$ cat config.mk
export PLATFORM = sky130hd
export DESIGN_NAME = modbus_tcp_response_decoder
export DESIGN_NICKNAME = d
export VERILOG_FILES = /design/src/hw/rtl/mtrd_pkg.sv /design/src/hw/rtl/mtrd_parser.sv /design/src/hw/rtl/mtrd_out_fifo.sv /design/src/hw/rtl/modbus_tcp_response_decoder.sv
export SDC_FILE = /design/constraint.sdc
export NUM_CORES = 1
export LEC_CHECK = 0
export BUFFER_PORTS_ARGS = -buffer_cell sky130_fd_sc_hd__buf_2
export CAP_MARGIN = 40
export CORE_MARGIN = 3
export CORE_UTILIZATION = 55
export CTS_CLUSTER_SIZE = 12
export DETAILED_ROUTE_END_ITERATION = 10
export GPL_TIMING_DRIVEN = 0
export PLACE_DENSITY_LB_ADDON = 0.2
export RECOVER_POWER = 50
export SLEW_MARGIN = 30
export SYNTH_ARGS = -nofsm -noshare
export SYNTH_HDL_FRONTEND = slang
export SYNTH_SLANG_ARGS = --single-unit
$ cat constraint.sdc
create_clock -name clk_i -period 6.4 [get_ports clk_i]
set_clock_uncertainty 0.2 [all_clocks]
set_input_delay 0 -clock clk_i [delete_from_list [all_inputs] [get_ports clk_i]]
set_output_delay 0 -clock clk_i [all_outputs]
set_load 0.01 [all_outputs]
$ cat src/hw/rtl/mtrd_pkg.sv
// Shared types and constants for the Modbus TCP response decoder.
package mtrd_pkg;

  // Widths of the stream fields
  localparam int unsigned ByteW    = 8;
  localparam int unsigned QtyW     = 11;
  localparam int unsigned PosW     = 17;
  localparam int unsigned InDataW  = 24;
  localparam int unsigned OutDataW = 64;

  // Saturation value of the frame byte position
  localparam logic [PosW-1:0] PosMax = '1;

  // Frame byte offsets of the MBAP header and PDU
  localparam logic [PosW-1:0] PosTxnHi   = 17'd0;
  localparam logic [PosW-1:0] PosTxnLo   = 17'd1;
  localparam logic [PosW-1:0] PosLenHi   = 17'd4;
  localparam logic [PosW-1:0] PosLenLo   = 17'd5;
  localparam logic [PosW-1:0] PosUnit    = 17'd6;
  localparam logic [PosW-1:0] PosFunc    = 17'd7;
  localparam logic [PosW-1:0] PosCount   = 17'd8;
  localparam logic [PosW-1:0] PosData    = 17'd9;

  // Output FIFO depth, and the fill level at which two more entries still fit
  localparam int unsigned          FifoDepth = 4;
  localparam int unsigned          FifoPtrW  = $clog2(FifoDepth);
  localparam logic [FifoPtrW:0]    FifoRoom2 = (FifoPtrW+1)'(FifoDepth - 2);

  typedef enum logic {
    MODE_REGS = 1'b0,
    MODE_BITS = 1'b1
  } mtrd_mode_e;

  typedef enum logic {
    KIND_DATA   = 1'b0,
    KIND_STATUS = 1'b1
  } mtrd_kind_e;

  typedef enum logic [2:0] {
    ST_OK             = 3'd0,
    ST_SHORT_FRAME    = 3'd1,
    ST_BAD_LENGTH     = 3'd2,
    ST_EXCEPTION      = 3'd3,
    ST_SHORT_RESPONSE = 3'd4,
    ST_COUNT_MISMATCH = 3'd5
  } mtrd_status_e;

  // One result item
  typedef struct packed {
    mtrd_kind_e   item_kind;
    logic         last_of_run;
    logic         exception_present;
    logic [7:0]   exception_code;
    logic [7:0]   unit_id;
    logic [15:0]  txn_id;
    mtrd_status_e status;
    logic [4:0]   valid_bits;
    logic [15:0]  data_value;
  } mtrd_result_t;

  // Results caused by one input byte, in order r0 then r1
  typedef struct packed {
    logic [1:0]   cnt;
    mtrd_result_t r0;
    mtrd_result_t r1;
  } mtrd_push_t;

endpackage

$ cat src/hw/rtl/mtrd_parser.sv
// Frame parser: byte position, header hold registers and result decode.
module mtrd_parser (
  input  logic                        clk_i,
  input  logic                        rst_ni,
  input  logic                        valid_i,
  input  logic [mtrd_pkg::ByteW-1:0]  rx_byte_i,
  input  logic                        frame_last_i,
  input  logic                        decode_mode_i,
  input  logic [mtrd_pkg::QtyW-1:0]   expected_quantity_i,
  output mtrd_pkg::mtrd_push_t        push_o
);
  import mtrd_pkg::*;

  logic [PosW-1:0] pos_q, pos_d;
  logic [15:0]     txn_q, txn_d;
  logic [15:0]     len_q, len_d;
  logic [7:0]      unit_q, unit_d;
  logic            exc_q, exc_d;
  logic [7:0]      bc_q, bc_d;
  logic [7:0]      hi_q, hi_d;
  logic            mode_q, mode_d;
  logic [QtyW-1:0] qty_q, qty_d;

  logic            first;
  logic [PosW-1:0] k;
  logic            have_data;
  mtrd_result_t    data_r, stat_r;
  logic [13:0]     bit_base, bit_rem;
  logic [3:0]      vb_bits;
  logic [7:0]      bit_mask;
  logic [PosW:0]   size;
  mtrd_status_e    st;

  // Header capture and data decode for the byte in the input register
  always_comb begin
    first  = (pos_q == '0);
    txn_d  = first ? '0 : txn_q;
    len_d  = first ? '0 : len_q;
    unit_d = first ? '0 : unit_q;
    exc_d  = first ? 1'b0 : exc_q;
    bc_d   = first ? '0 : bc_q;
    hi_d   = first ? '0 : hi_q;
    mode_d = first ? decode_mode_i : mode_q;
    qty_d  = first ? expected_quantity_i : qty_q;

    case (pos_q)
      PosTxnHi: txn_d  = {rx_byte_i, txn_d[7:0]};
      PosTxnLo: txn_d  = {txn_d[15:8], rx_byte_i};
      PosLenHi: len_d  = {rx_byte_i, len_d[7:0]};
      PosLenLo: len_d  = {len_d[15:8], rx_byte_i};
      PosUnit:  unit_d = rx_byte_i;
      PosFunc:  exc_d  = rx_byte_i[7];
      PosCount: bc_d   = rx_byte_i;
      default:  ;
    endcase

    // Data bytes: register words big-endian, or up to eight bits per byte
    k         = pos_q - PosData;
    have_data = 1'b0;
    bit_base  = {k[10:0], 3'b000};
    bit_rem   = {3'b000, qty_q} - bit_base;
    vb_bits   = (bit_rem > 14'd8) ? 4'd8 : bit_rem[3:0];
    bit_mask  = 8'hFF >> (4'd8 - vb_bits);

    data_r                   = '0;
    data_r.item_kind         = KIND_DATA;
    data_r.status            = ST_OK;
    data_r.txn_id            = txn_q;
    data_r.unit_id           = unit_q;

    if (pos_q >= PosData && !exc_q) begin
      if (mode_q == MODE_REGS) begin
        if (!k[0]) begin
          hi_d = rx_byte_i;
        end else if (k[PosW-1:1] < {5'b0, qty_q}) begin
          have_data         = 1'b1;
          data_r.data_value = {hi_q, rx_byte_i};
          data_r.valid_bits = 5'd16;
        end
      end else if (k < 17'h800 && bit_base < {3'b000, qty_q}) begin
        have_data         = 1'b1;
        data_r.data_value = {8'h00, rx_byte_i & bit_mask};
        data_r.valid_bits = {1'b0, vb_bits};
      end
    end

    // Frame checks at the last byte, on the header as it stands after this byte
    size = {1'b0, pos_q} + 18'd1;
    if (pos_q < PosFunc) begin
      st = ST_SHORT_FRAME;
    end else if (len_d < 16'd2 || (18'd6 + {2'b00, len_d}) != size) begin
      st = ST_BAD_LENGTH;
    end else if (exc_d) begin
      st = ST_EXCEPTION;
    end else if (len_d < 16'd3) begin
      st = ST_SHORT_RESPONSE;
    end else if ({1'b0, len_d} < (17'd3 + {9'b0, bc_d})) begin
      st = ST_COUNT_MISMATCH;
    end else if (mode_d == MODE_REGS) begin
      st = ({4'b0000, bc_d} != {qty_d, 1'b0}) ? ST_COUNT_MISMATCH : ST_OK;
    end else begin
      st = ({bc_d, 3'b000} < qty_d) ? ST_COUNT_MISMATCH : ST_OK;
    end

    stat_r             = '0;
    stat_r.item_kind   = KIND_STATUS;
    stat_r.status      = st;
    stat_r.last_of_run = 1'b1;
    if (st != ST_SHORT_FRAME && st != ST_BAD_LENGTH) begin
      stat_r.txn_id  = txn_d;
      stat_r.unit_id = unit_d;
    end
    if (st == ST_EXCEPTION && len_d > 16'd2) begin
      stat_r.exception_code    = bc_d;
      stat_r.exception_present = 1'b1;
    end

    // Order the results: a data item always precedes the status item
    push_o    = '0;
    push_o.r0 = data_r;
    push_o.r1 = stat_r;
    if (valid_i) begin
      if (have_data && frame_last_i) begin
        push_o.cnt = 2'd2;
      end else if (have_data) begin
        push_o.cnt            = 2'd1;
        push_o.r0.last_of_run = 1'b1;
      end else if (frame_last_i) begin
        push_o.cnt = 2'd1;
        push_o.r0  = stat_r;
      end
    end

    // Position advances, saturates on overlong frames, clears after the last byte
    if (frame_last_i) begin
      pos_d = '0;
    end else begin
      pos_d = (pos_q == PosMax) ? PosMax : pos_q + 17'd1;
    end
  end

  // Frame state registers
  always_ff @(posedge clk_i or negedge rst_ni) begin
    if (!rst_ni) begin
      pos_q  <= '0;
      txn_q  <= '0;
      len_q  <= '0;
      unit_q <= '0;
      exc_q  <= 1'b0;
      bc_q   <= '0;
      hi_q   <= '0;
      mode_q <= 1'b0;
      qty_q  <= '0;
    end else if (valid_i) begin
      pos_q  <= pos_d;
      txn_q  <= txn_d;
      len_q  <= len_d;
      unit_q <= unit_d;
      exc_q  <= exc_d;
      bc_q   <= bc_d;
      hi_q   <= hi_d;
      mode_q <= mode_d;
      qty_q  <= qty_d;
    end
  end

  // The last byte of a frame always returns the position to the start
  assert property (@(posedge clk_i) disable iff (!rst_ni)
    valid_i && frame_last_i |=> pos_q == '0)
    else $error("byte position not cleared after last byte");

  // Two results only when the second one is the status item
  assert property (@(posedge clk_i) disable iff (!rst_ni)
    push_o.cnt == 2'd2 |-> push_o.r0.item_kind == KIND_DATA
                           && push_o.r1.item_kind == KIND_STATUS)
    else $error("bad result ordering");

endmodule

$ cat src/hw/rtl/mtrd_out_fifo.sv
// Result FIFO: takes up to two results a cycle, hands out one a cycle while the reader is ready.
module mtrd_out_fifo (
  input  logic                   clk_i,
  input  logic                   rst_ni,
  input  mtrd_pkg::mtrd_push_t   push_i,
  output logic                   room2_o,
  output logic                   valid_o,
  input  logic                   ready_i,
  output mtrd_pkg::mtrd_result_t data_o
);
  import mtrd_pkg::*;

  mtrd_result_t        mem_q [FifoDepth];
  logic [FifoPtrW-1:0] wr_q, wr_d, rd_q, rd_d;
  logic [FifoPtrW:0]   cnt_q, cnt_d;
  logic                pop;
  logic [FifoPtrW-1:0] wr_next;

  always_comb begin
    pop     = valid_o && ready_i;
    wr_next = wr_q + 1'b1;
    wr_d    = wr_q + FifoPtrW'(push_i.cnt);
    rd_d    = rd_q + FifoPtrW'(pop);
    cnt_d   = cnt_q + (FifoPtrW+1)'(push_i.cnt) - (FifoPtrW+1)'(pop);
  end

  assign valid_o = (cnt_q != '0);
  assign room2_o = (cnt_q <= FifoRoom2);
  assign data_o  = mem_q[rd_q];

  // Entry storage
  always_ff @(posedge clk_i) begin
    if (push_i.cnt != 2'd0) begin
      mem_q[wr_q] <= push_i.r0;
    end
    if (push_i.cnt == 2'd2) begin
      mem_q[wr_next] <= push_i.r1;
    end
  end

  // Pointers and fill count
  always_ff @(posedge clk_i or negedge rst_ni) begin
    if (!rst_ni) begin
      wr_q  <= '0;
      rd_q  <= '0;
      cnt_q <= '0;
    end else begin
      wr_q  <= wr_d;
      rd_q  <= rd_d;
      cnt_q <= cnt_d;
    end
  end

  // Writes only arrive when both entries fit
  assert property (@(posedge clk_i) disable iff (!rst_ni)
    push_i.cnt != 2'd0 |-> room2_o)
    else $error("result FIFO overflow");

  // Fill count stays within the depth
  assert property (@(posedge clk_i) disable iff (!rst_ni)
    cnt_q <= (FifoPtrW+1)'(FifoDepth))
    else $error("result FIFO count out of range");

endmodule

$ cat src/hw/rtl/modbus_tcp_response_decoder.sv
// Top level of the Modbus TCP response decoder.
// Takes one response frame byte per transfer (tlast on the final byte) and
// returns data items as the bytes arrive plus one status item after the last
// byte; when the status is not ok the consumer drops that frame's data items.
// Each byte is decoded while it sits in the input register and its results
// enter a four-entry result FIFO at the next edge, so one byte is accepted
// every cycle; a byte that yields both a data item and the status item needs
// two output transfers, and the input stalls while the FIFO has fewer than two
// free entries. The first result of a byte passes the input register and then
// the result FIFO before it can transfer.
module modbus_tcp_response_decoder (
  input  logic                            clk_i,
  input  logic                            rst_ni,
  input  logic                            s_axis_tvalid_i,
  output logic                            s_axis_tready_o,
  // [7:0] rx_byte, [18:8] expected_quantity, [23:19] zero
  input  logic [mtrd_pkg::InDataW-1:0]    s_axis_tdata_i,
  input  logic                            s_axis_tlast_i,  // frame_last
  input  logic                            s_axis_tuser_i,  // decode_mode
  output logic                            m_axis_tvalid_o,
  input  logic                            m_axis_tready_i,
  // [15:0] data_value, [20:16] valid_bits, [23:21] status,
  // [39:24] txn_id, [47:40] unit_id, [55:48] exception_code,
  // [56] exception_present, [63:57] zero
  output logic [mtrd_pkg::OutDataW-1:0]   m_axis_tdata_o,
  output logic                            m_axis_tlast_o,  // last_of_run
  output logic                            m_axis_tuser_o   // item_kind
);
  import mtrd_pkg::*;

  logic            in_valid_q;
  logic [ByteW-1:0] byte_q;
  logic            last_q;
  logic            mode_q;
  logic [QtyW-1:0] qty_q;
  logic            advance;
  logic            room2;
  mtrd_push_t      push;
  mtrd_result_t    res;

  assign advance         = in_valid_q && room2;
  assign s_axis_tready_o = !in_valid_q || advance;

  // Input register
  always_ff @(posedge clk_i or negedge rst_ni) begin
    if (!rst_ni) begin
      in_valid_q <= 1'b0;
    end else if (s_axis_tready_o) begin
      in_valid_q <= s_axis_tvalid_i;
    end
  end

  always_ff @(posedge clk_i) begin
    if (s_axis_tvalid_i && s_axis_tready_o) begin
      byte_q <= s_axis_tdata_i[ByteW-1:0];
      qty_q  <= s_axis_tdata_i[ByteW+QtyW-1:ByteW];
      last_q <= s_axis_tlast_i;
      mode_q <= s_axis_tuser_i;
    end
  end

  mtrd_parser u_parser (
    .clk_i               (clk_i),
    .rst_ni              (rst_ni),
    .valid_i             (advance),
    .rx_byte_i           (byte_q),
    .frame_last_i        (last_q),
    .decode_mode_i       (mode_q),
    .expected_quantity_i (qty_q),
    .push_o              (push)
  );

  mtrd_out_fifo u_out_fifo (
    .clk_i   (clk_i),
    .rst_ni  (rst_ni),
    .push_i  (push),
    .room2_o (room2),
    .valid_o (m_axis_tvalid_o),
    .ready_i (m_axis_tready_i),
    .data_o  (res)
  );

  // Pack the result onto the output stream
  assign m_axis_tdata_o = {7'b0, res.exception_present, res.exception_code, res.unit_id,
                           res.txn_id, res.status, res.valid_bits,
                           res.data_value};
  assign m_axis_tlast_o = res.last_of_run;
  assign m_axis_tuser_o = res.item_kind;

  // A held byte with no room in the FIFO stalls the input side
  assert property (@(posedge clk_i) disable iff (!rst_ni)
    in_valid_q && !room2 |=> in_valid_q && $stable(byte_q) && $stable(last_q))
    else $error("held input byte lost under back-pressure");

endmodule
Word level (Yosys, flattened, before mapping)

Memories as Yosys holds them, arrays and structs flattened.
Cells that the tools add are included.
Widths: inputs -> output; s select.

$add $sub $neg: 12
Multipliers: 0
Divide/modulo/power cells: 0
Magnitude comparators: 12
Equality and inequality tests: 13
Shift operators: 1
Mux-type cells: 51
Bitwise gates (word level): 1
Reductions and logical operators: 15

Operators with widths:

| kind                  | count |
|---|---|
| $mux 21               | 4 |
| $eq 17x3->1 const B   | 4 |
| $mux 8                | 8 |
| $pmux 16 s2           | 2 |
| $mux 61               | 1 |
| $mux 60               | 1 |
| $mux 59               | 1 |
| $mux 57               | 1 |
| $mux 17               | 2 |
| $lt 16x2->1 const B   | 2 |
| $mux 16               | 2 |
| $mux 24               | 1 |
| $mux 3                | 8 |
| $mux 20               | 1 |
| $add 17x1->18 const B | 1 |
| $ne 18x18->1          | 1 |
| $add 17x1->17 const B | 1 |
| $add 3x16->17 const A | 1 |
| $eq 17x1->1 const B   | 1 |
| $eq 17x17->1 const B  | 1 |
| $eq 17x4->1 const B   | 1 |
| $ge 17x4->1 const B   | 1 |
| $logic_not 17->1      | 1 |
| $lt 16x17->1          | 1 |
| 34 further kinds      | 57 |

Flip-flop bits (word level): 115
Bits in latches: 0
Memory bits (writable): 236
ROM bits: 0
Input port bits: 30
Word-level logic and storage cells: 123
Memories kept: 1

Memories:

| name             | words | width | rd ports | clocked after memory_dff | wr ports | line                | text |
|---|---|---|---|---|---|---|---|
| u_out_fifo.mem_q | 4     | 59    | 1        | 0                        | 2        | mtrd_out_fifo.sv:13 | `mtrd_result_t mem_q [FifoDepth];` |

Logic depth before layout (Yosys ltp)

Word-level depth: 21
Depth in mapped cells: 27
Depth with buffers taken out: 23

Cells and area by module

Synthesis repeated with hierarchy kept, for this count alone.

Cells, all modules: 1691
Area, all modules: 20658.6 um^2

By module, submodules not included:

| module                      | instances | cells an instance | area an instance (um^2) |
|---|---|---|---|
| mtrd_out_fifo               | 1         | 612               | 11796.3 |
| mtrd_parser                 | 1         | 1045              | 8115.3 |
| modbus_tcp_response_decoder | 1         | 34                | 747.0 |

Worst setup path after synthesis

No wires, ideal clock.

Path kind: reg2reg
From: register u_parser.pos_q[7]
To: memory u_out_fifo.mem_q[0][21] (netlist name), enable pin
Library setup time: 391 ps
Arrival time: 5247 ps
Data required time: 5809 ps
Slack: 563 ps
Cell stages (with the launch flop): 24
Clock period less this slack: 5837 ps
Cell sequence: dfrtp_1 -> buf_6 -> or4_1 -> buf_2 -> buf_2 -> nor3_1 -> xor2_1 -> ha_1 -> a21o_1 -> a2111oi_0 -> and3_1 -> and4_1 -> nor2_1 -> inv_1 -> ha_1 -> and3_1 -> clkbuf_1 -> inv_1 -> nand2_1 -> nand3_1 -> and2_1 -> clkbuf_1 -> clkbuf_1 -> inv_1

RTL lines:

| item                   | line                | text |
|---|---|---|
| start, declared        | mtrd_parser.sv:14   | `logic [PosW-1:0] pos_q, pos_d;` |
| start signal, assigned | mtrd_parser.sv:155  | `pos_q <= pos_d;` |
| end, declared          | mtrd_out_fifo.sv:13 |  |

==> metrics.txt <==
Die W 192.5 um; Initial Utilization 56.37%; largest net degree at the start of global routing 52; Mapped Cells 1,821; setup_tns 0 ns; DR vias/cell 6.515; Layout area overhead 16.55%; first-pass GRT wire length 90.83 mm; filler instances 2,731; Die Y 192.5 um; detailed placement HPWL 42.60 mm; worst slew pin tran 3.175 ns; maximum vdd drop 356.4 uV; Tot Pwr 8.625 mW; Routed WL 59.45 mm; slowest cell on the critical path inv_1; I/O Buffers 85; CTS buffer count 38; crit path kind reg -> reg; Hold Violations, Final 0; sequential-to-total area share from yosys stat 47.80%; final period utilization 96.65%; synth warn 0; number of flops mapped to enable cells by yosys 165; total of max-cap violations 3; Synth Flop Type edfxtp_1; Tightest Hold Check Type in -> reg; maximum clock path buffer count 3; H-tree level count 2; CTS Root Cell clkbuf_16; Mapped Area 19,140 um^2; Min Hold Slack 0.06954 ns; most frequent cells in the layout 188 x nand2_1, 165 x edfxtp_1, 136 x clkbuf_1; num rows 67; critical path's top delay family buffers and inverters; Final Max Slew Viols 118; Worst setup SP type flop; I/O pin total 98; nets 2,117; failing checks max-capacitance violations, max-slew violations; CTS tree yes; worst rel slew slack -111.7%; global route overflow 0; Worst Setup End Kind flop; Post-Syn Area per Cell 10.51 um^2; RSZ-0062 raised after global routing no; GPL Wtd Cong 0.9777; antenna violations before repair 1; register clock-pin slew on the reported worst setup and hold paths 0.06 ns; WP data arrival 6.22 ns; Sink Count 351; clk_lat worst skew 0.55 ns; die area 37,070 um^2; DRC 0; number of DRC markers in iteration 0 1,908; FMAX 161.7 MHz; worst-path fanout max 21; GRT Total Usage 31.92%; Required @ worst endpoint 6.44 ns; worst path cell trace clkbuf_1 > o31a_1 > or4_1 > xnor2_2 > inv_1 > ha_1 > a21oi_1 > nor2b_1 > a221oi_2 > and3_1 > nor2_1 > ha_1 > clkbuf_1 > mux2i_1 > or3_1 > inv_1 > buf_16; Initial DRT Pass Iterations 6; vias in the first global route 15,810; #FFs+latches synth 351; drt wl/cell 23.69 um; Synth cell types 88; final setup violation count 0; status complete, but fails checks; proportion of layout cells with a drive suffix above 1 14.51%; Async SR Flop Fraction 26.78%; Max stage delay on crit path 0.72 ns; Buf/Inv on CP 5; Tmin final 6.186 ns; commonest non-fill, non-tap cell in the layout nand2_1; vias 16,350; Leak Pwr 8.505 nW; Power per Cell Area 386.6 nW/um^2; Post-DRT Antenna Nets 0; core area 33,950 um^2; # diodes 0
## cells in the mapped netlist (19+ instances only)
cell type / count / share of area (%)
a22o_1: 49 / 2.2
nor2_1: 77 / 1.5
xnor2_1: 40 / 1.8
a211oi_1: 29 / 1.1
and2_1: 29 / 0.95
nor3_1: 62 / 1.6
ha_1: 53 / 3.5
o21ai_1: 22 / 0.58
dfxtp_1: 92 / 9.6
xor2_1: 19 / 0.87
mux4_2: 59 / 6.9
mux2i_1: 19 / 0.99
o21ai_0: 132 / 3.5
dfrtp_1: 94 / 12
and3_1: 50 / 1.6
a31oi_1: 37 / 1.2
nand3_1: 41 / 1.1
inv_1: 65 / 1.3
nand4_1: 21 / 0.69
a21boi_1: 27 / 1.1
clkbuf_1: 100 / 2.0
nor4_1: 19 / 0.62
a21oi_1: 49 / 1.3
edfxtp_1: 165 / 26
nand2_1: 189 / 3.7
a21boi_0: 40 / 1.6
## logic make-up after synthesis
group / synth area share, %
flops: 47.80
other cells: 0.01959
mux: 8.878
simple gates: 15.01
xor+xnor: 2.818
fa+ha+maj: 3.674
compound gates: 17.54
buf+inv: 4.262
## sequential cells by signal, indices dropped and copies added, names as in the netlist
| register | cells |
|---|---|
| byte_q | 8 |
| in_valid_q | 1 |
| last_q | 1 |
| mode_q | 1 |
| qty_q | 11 |
| u_out_fifo.cnt_q | 3 |
| u_out_fifo.mem_q | 236 |
| u_out_fifo.rd_q | 2 |
| u_out_fifo.wr_q | 2 |
| u_parser.bc_q | 8 |
| u_parser.exc_q | 1 |
| u_parser.hi_q | 8 |
| u_parser.len_q | 16 |
| u_parser.mode_q | 1 |
| u_parser.pos_q | 17 |
| u_parser.qty_q | 11 |
| u_parser.txn_q | 16 |
| u_parser.unit_q | 8 |
## final cells by class
cell class	count	area, um^2	share of cell area, %
plain buffers	127	553.0	2.479
inverters	67	254.0	1.139
flip-flops and latches	351	9150	41.02
clock buffers	62	1136	5.093
clock inverters	7	110.1	0.4936
multi-input cells	1276	9323	41.79
repair buffers	171	1220	5.469
well taps	448	560.5	2.513
## where the power goes
group / internal (mW) / leakage (nW) / total, mW / switching (mW)
logic: 1.29 / 4.44 / 3.51 / 2.22
clock network: 1.27 / 0.602 / 2.18 / 0.918
registers: 2.70 / 3.47 / 2.93 / 0.230
total: 5.25 / 8.50 / 8.62 / 3.37
## through the flow
step	worst slack, ns	cells	area [um^2]	utilization (%)
after floorplan	0.5625	1827	19160	-
after global placement	-1.470	2360	20150	59.34
after detailed placement	-0.7039	2384	20460	60.27
after CTS	0.02995	2499	22260	65.56
after global routing	0.001246	2509	22310	65.70
final	0.2143	2509	22310	65.70
## final timing paths
kind / start / to / slack (ns) / cells past startpoint
max: u_parser.pos_q[2]$_DFFE_PN0P_ / u_out_fifo.mem_q[1][42]$_DFFE_PP_ / 0.21 / 17
min: s_axis_tvalid_i / in_valid_q$_DFFE_PN0N_ / 0.07 / 3
max reg2reg: u_parser.pos_q[2]$_DFFE_PN0P_ / u_out_fifo.mem_q[1][42]$_DFFE_PP_ / 0.21 / 17
min reg2reg: u_out_fifo.mem_q[1][20]$_SDFFE_PP0P_ / u_out_fifo.mem_q[1][20]$_SDFFE_PP0P_ / 0.25 / 1
max in group asynchronous: rst_ni / u_parser.txn_q[9]$_DFFE_PN0P_ / 2.58 / 4
min in group asynchronous: rst_ni / u_parser.qty_q[6]$_DFFE_PN0P_ / 1.40 / 4
## repair_timing
| action | CTS | global route |
|---|---|---|
| setup buffers | 2 | 11 |
| endpoints found under the hold margin | 136 | 0 |
| gates resized for setup | 18 | 31 |
| hold buffers | 47 | 0 |
| endpoints found under the setup margin | 251 | 234 |
| pin swaps | 1 | 5 |
## metal layers
metal,share of wire [%],GRT usage (%),vias to the layer above
li1,-,-,7279
met1,41,44.64,8053
met2,46,50.78,866
met3,8.7,4.596,147
met4,3.9,12.22,2
met5,0.020,0,-
## tightest hold or removal path, delay by kind of cell
kind          cells  cell delay (ns)
buf+inv           2             0.68
simple gates      1             0.10
(Power assumes the default switching activity.)
